===== src/rtl/gbnp_pkg.sv =====
// Shared constants, types and mask tables for the nine-pixel glyph blit.
package gbnp_pkg;

    localparam int CELL_ROWS  = 19;
    localparam int GLYPH_TOP  = 5;
    localparam int GLYPH_ROWS = 8;
    localparam int FONT_CHARS = 256;
    localparam int FONT_DEPTH = FONT_CHARS * GLYPH_ROWS;
    localparam int FONT_AW    = $clog2(FONT_DEPTH);
    localparam int IN_W       = 32;
    localparam int OUT_W      = 56;

    // Shifter request: one glyph row, the pixel phase and a blank-row flag.
    typedef struct packed {
        logic [7:0] glyph;
        logic [2:0] phase;
        logic       blank;
    } t_shift_req;

    typedef struct packed {
        logic [7:0] data_first;
        logic [7:0] data_second;
    } t_shift_rsp;

    function automatic logic [7:0] keep_first_f(input logic [2:0] phase);
        logic [7:0] k;
        case (phase)
            3'd0:    k = 8'h00;
            3'd1:    k = 8'hC0;
            3'd2:    k = 8'hE0;
            3'd3:    k = 8'hF0;
            3'd4:    k = 8'hF8;
            3'd5:    k = 8'hFC;
            3'd6:    k = 8'hFE;
            default: k = 8'hFF;
        endcase
        return k;
    endfunction

    function automatic logic [7:0] keep_second_f(input logic [2:0] phase);
        logic [7:0] k;
        case (phase)
            3'd0:    k = 8'h3F;
            3'd1:    k = 8'h1F;
            3'd2:    k = 8'h0F;
            3'd3:    k = 8'h07;
            3'd4:    k = 8'h03;
            3'd5:    k = 8'h01;
            default: k = 8'h00;
        endcase
        return k;
    endfunction

endpackage


===== src/rtl/gbnp_shift.sv =====
// Shared funnel shifter placing one glyph row across two bitmap bytes.
module gbnp_shift (
    input  gbnp_pkg::t_shift_req i_req,
    output gbnp_pkg::t_shift_rsp o_rsp
);
    import gbnp_pkg::*;

    logic [3:0]  w_amount;
    logic [15:0] w_shifted;

    // 9-pixel cell: right shift by phase + 1, spill goes into the second byte
    assign w_amount  = {1'b0, i_req.phase} + 4'd1;
    assign w_shifted = {i_req.glyph, 8'h00} >> w_amount;

    always_comb begin
        if (i_req.blank) begin
            o_rsp = '0;
        end else begin
            o_rsp.data_first  = w_shifted[15:8];
            o_rsp.data_second = w_shifted[7:0];
        end
    end

endmodule


===== config.mk =====
export PLATFORM = sky130hd
export DESIGN_NAME = gbnp_shift
export DESIGN_NICKNAME = d
export VERILOG_FILES = /design/src/rtl/gbnp_pkg.sv /design/src/rtl/gbnp_shift.sv
export SDC_FILE = /design/constraint.sdc
export NUM_CORES = 1
export LEC_CHECK = 0
export CAP_MARGIN = 30
export CORE_AREA = 5 5 42 44
export DETAILED_ROUTE_END_ITERATION = 10
export DIE_AREA = 0 0 47 49
export DONT_BUFFER_PORTS = 1
export PLACE_DENSITY = 0.44
export SYNTH_ARGS = -nofsm -noshare
export SYNTH_HDL_FRONTEND = slang
export SYNTH_SLANG_ARGS = --single-unit

===== constraint.sdc =====
create_clock -name vclk -period 0.81
set_input_delay 0.0405 -clock vclk [all_inputs]
set_output_delay 0.0405 -clock vclk [all_outputs]
set_load 0.01 [all_outputs]

# After elaboration in Yosys (flattened, before gate mapping)
# Index checks and enable logic that the tools add are counted.
# totals
regBits,0
input_bits,12
out_inout_bits,16
word_cells,3
# op_classes
add_sub_neg,1
shifts,1
n_mux,1
# ops
op,n
16-bit 2-to-1 mux,1
16-bit by 4-bit >> shifter with 16-bit output,1
3-bit by 1-bit adder with 4-bit output (second input constant),1

# Logic depth before layout (Yosys ltp)
# depth
ltp_word,3
depth_mapped,4
depth_no_buf,3

# Least setup slack after synthesis
# OpenSTA, ideal clock, no wires.
# synth_path
kind,input port to output port
from,input port i_req[1] in the netlist's numbering
to,output port o_rsp[7] in the netlist's numbering
arrival_time_ps,785
required_time_ps,769
setup_slack_ps,-16
path_stages,4
n_path_buf,1
cell_sequence,buf_4 clkinv_1 mux2i_1 o22ai_1
# synth_lines
item,line_no,rtl
"start, declared",gbnp_shift.sv:3,"input gbnp_pkg::t_shift_req i_req,"
"end, declared",gbnp_shift.sv:4,output gbnp_pkg::t_shift_rsp o_rsp

==> flow_summary.yaml <==
worst_setup_path:
  start_kind: "primary input"
  critical_path_class: "in -> out"
  crit_end: "o_rsp[10]"
  startpoint: "i_req[0]"
  crit_buf_inv: 0
  slowest_stage: "or2_2"
  critPathArrivalTime_ns: 0.73
  cp_num_cells: 2
  path_cells: "or2_2 > o22ai_1"
  cp_max_fo: 11
  cpLargestDelayFamily: "simple AND/OR/NAND/NOR gates"
  slowest_delay_ns: 0.38
  cp.required_ns: 0.77
  cp-end-kind: "output pin"
global_routing:
  grt_pass1_vias: 292
  globalRouteTotalUtil_pct: 7.72
  grt_antenna_before_repair: 0
  grt_first_pass_wirelength_um: 1430
  grt-ovfl-total: 0
  grt_start_max_net_pins: 13
die:
  ios: 28
  dieArea_um2: 2300
  start_util_pct: 23.7
  rows: 14
  die_w_um: 47
  die_height_um: 49
  coreArea_um2: 1400
timing:
  post-route-period-util_pct: 95.1
  fin_crit_ns: 0.771
  rsz0062_at_grt: "no"
  fin_hold_ws_ns: 0.208
  hold_violations: 0
  maxSlewViolCount: 0
  max_freq_mhz: 1300
  finalSetupViolations: 0
placed_design:
  placed_cells: 57
  place_hpwl_um: 804
  gp_congestion: 0.659
  port_buffers: 0
  placed_area_um2: 319
route:
  routed_wl_um: 900
  post-route-drc-count: 0
  wl_per_cell_um: 15.8
  detail-route-antenna-nets: 0
  viasPerCell: 5.37
  via_count: 306
  firstDrtPassIters: 2
  drt_iter0_drc: 6
outcome:
  status: "finished clean"
synth:
  synth_nets: 58
  netlist_area_um2: 332
  yosysWarnings: 0
  synth_area_per_cell_um2: 7.21
  synthesis.instances: 46
  yosysSeqAreaShare_pct: 0
  ys_types: 18
finish:
  num-nets-final: 55
  fin_area_um2: 329
  final_cells: 57
  clkbuf_count: 0
  final_common_cell: "nor2_1"
  syn_to_final_growth_pct: -0.755
  antenna_cells: 0
  seq_cells: 0
  layout_common_cells: "nor2_1, o22ai_1, mux2i_1"
  regArea_um2: 0
  drive_gt1_share_pct: 29.3
power:
  p_comb_share_pct: 100.0
  power_uw: 191
  power_switching_uw: 103
  p_int_uw: 87.8
  clockPowerShare_pct: 0
  switching_share_pct: 54.0
  ir_worst_vdd_mv: 0.147
  seq_power_share_pct: 0
  powerDensity_nw_per_um2: 580
  power_leakage_uw: 0.000134
job:
  maxCapViolations: 0
cts:
  cts_post_setup_buffers_inserted: 0
min_path:
  hold_path_class: "in -> out"
## kinds of logic (layout without fill, tap and decap cells)
family | count (synthesis) | in the layout | synth area share (%)
other | 1 | 1 | 1.13
AOI/OAI and AO/OA | 9 | 9 | 17.4
muxes | 13 | 13 | 46.4
buffers and inverters | 6 | 1 | 11.3
and+or+nand+nor | 17 | 17 | 23.8
## synthesized netlist by cell type
library cell  n  area share, %
a21oi_1       1            1.5
a2bb2oi_1     1            2.6
and3b_2       1            3.0
buf_4         2            4.5
buf_6         1            3.4
clkbuf_1      2            2.3
clkinv_1      1            1.1
conb_1        1            1.1
mux2_2        3             10
mux2_4        4             18
mux2i_1       6             18
nand2_1       3            3.4
nand2b_1      1            1.9
nand3_1       1            1.5
nor2_1        9             10
o22ai_1       7             13
or2_1         1            1.9
or2_2         1            1.9
## worst min-delay path by stage
stage,start,to,slack (ns),cells after the start
floorplan,i_req[11],o_rsp[14],0.20,2
global placement,i_req[2],o_rsp[1],0.22,2
detailed placement,i_req[2],o_rsp[1],0.21,2
CTS,i_req[2],o_rsp[1],0.21,2
global route,i_req[2],o_rsp[1],0.23,2
finish,i_req[2],o_rsp[1],0.21,2
## metrics by stage
step | TNS, ns | util (%) | worst slack (ns)
after detailed placement | 0 | 22.8 | 0.00189
final | 0 | 23.5 | 0.0394
after CTS | 0 | 22.8 | 0.00314
after floorplan | 0 | - | 0.00510
after global routing | 0 | 23.5 | 0.00947
after global placement | -0.00732 | 22.8 | -0.00732
## power groups by stage
stage | sequential (uW) | combinational (uW) | clock [uW]
floorplan | 0 | 185 | 0
global placement | 0 | 185 | 0
detailed placement | 0 | 184 | 0
CTS | 0 | 184 | 0
global route | 0 | 208 | 0
finish | 0 | 191 | 0
## routing by layer
metal,vias to the layer above,share of wire [%],GRT usage [%]
met5,-,0,0
met4,0,0,0
met3,0,16,4.06
met2,14,49,12.7
met1,140,35,9.35
li1,152,-,-
## layout make-up
cell class | instances | area, um2
inverters | 1 | 5.00
fillers | 173 | 1070
multi-input cells | 40 | 304
well taps | 16 | 20.0
## timing repair
| item | in CTS | in global routing |
|---|---|---|
| hold buffers | 0 | 0 |
| setup endpoints to repair | 0 | 3 |
| resized for setup | 0 | 2 |
No activity file was read; power rests on OpenSTA's default activity.
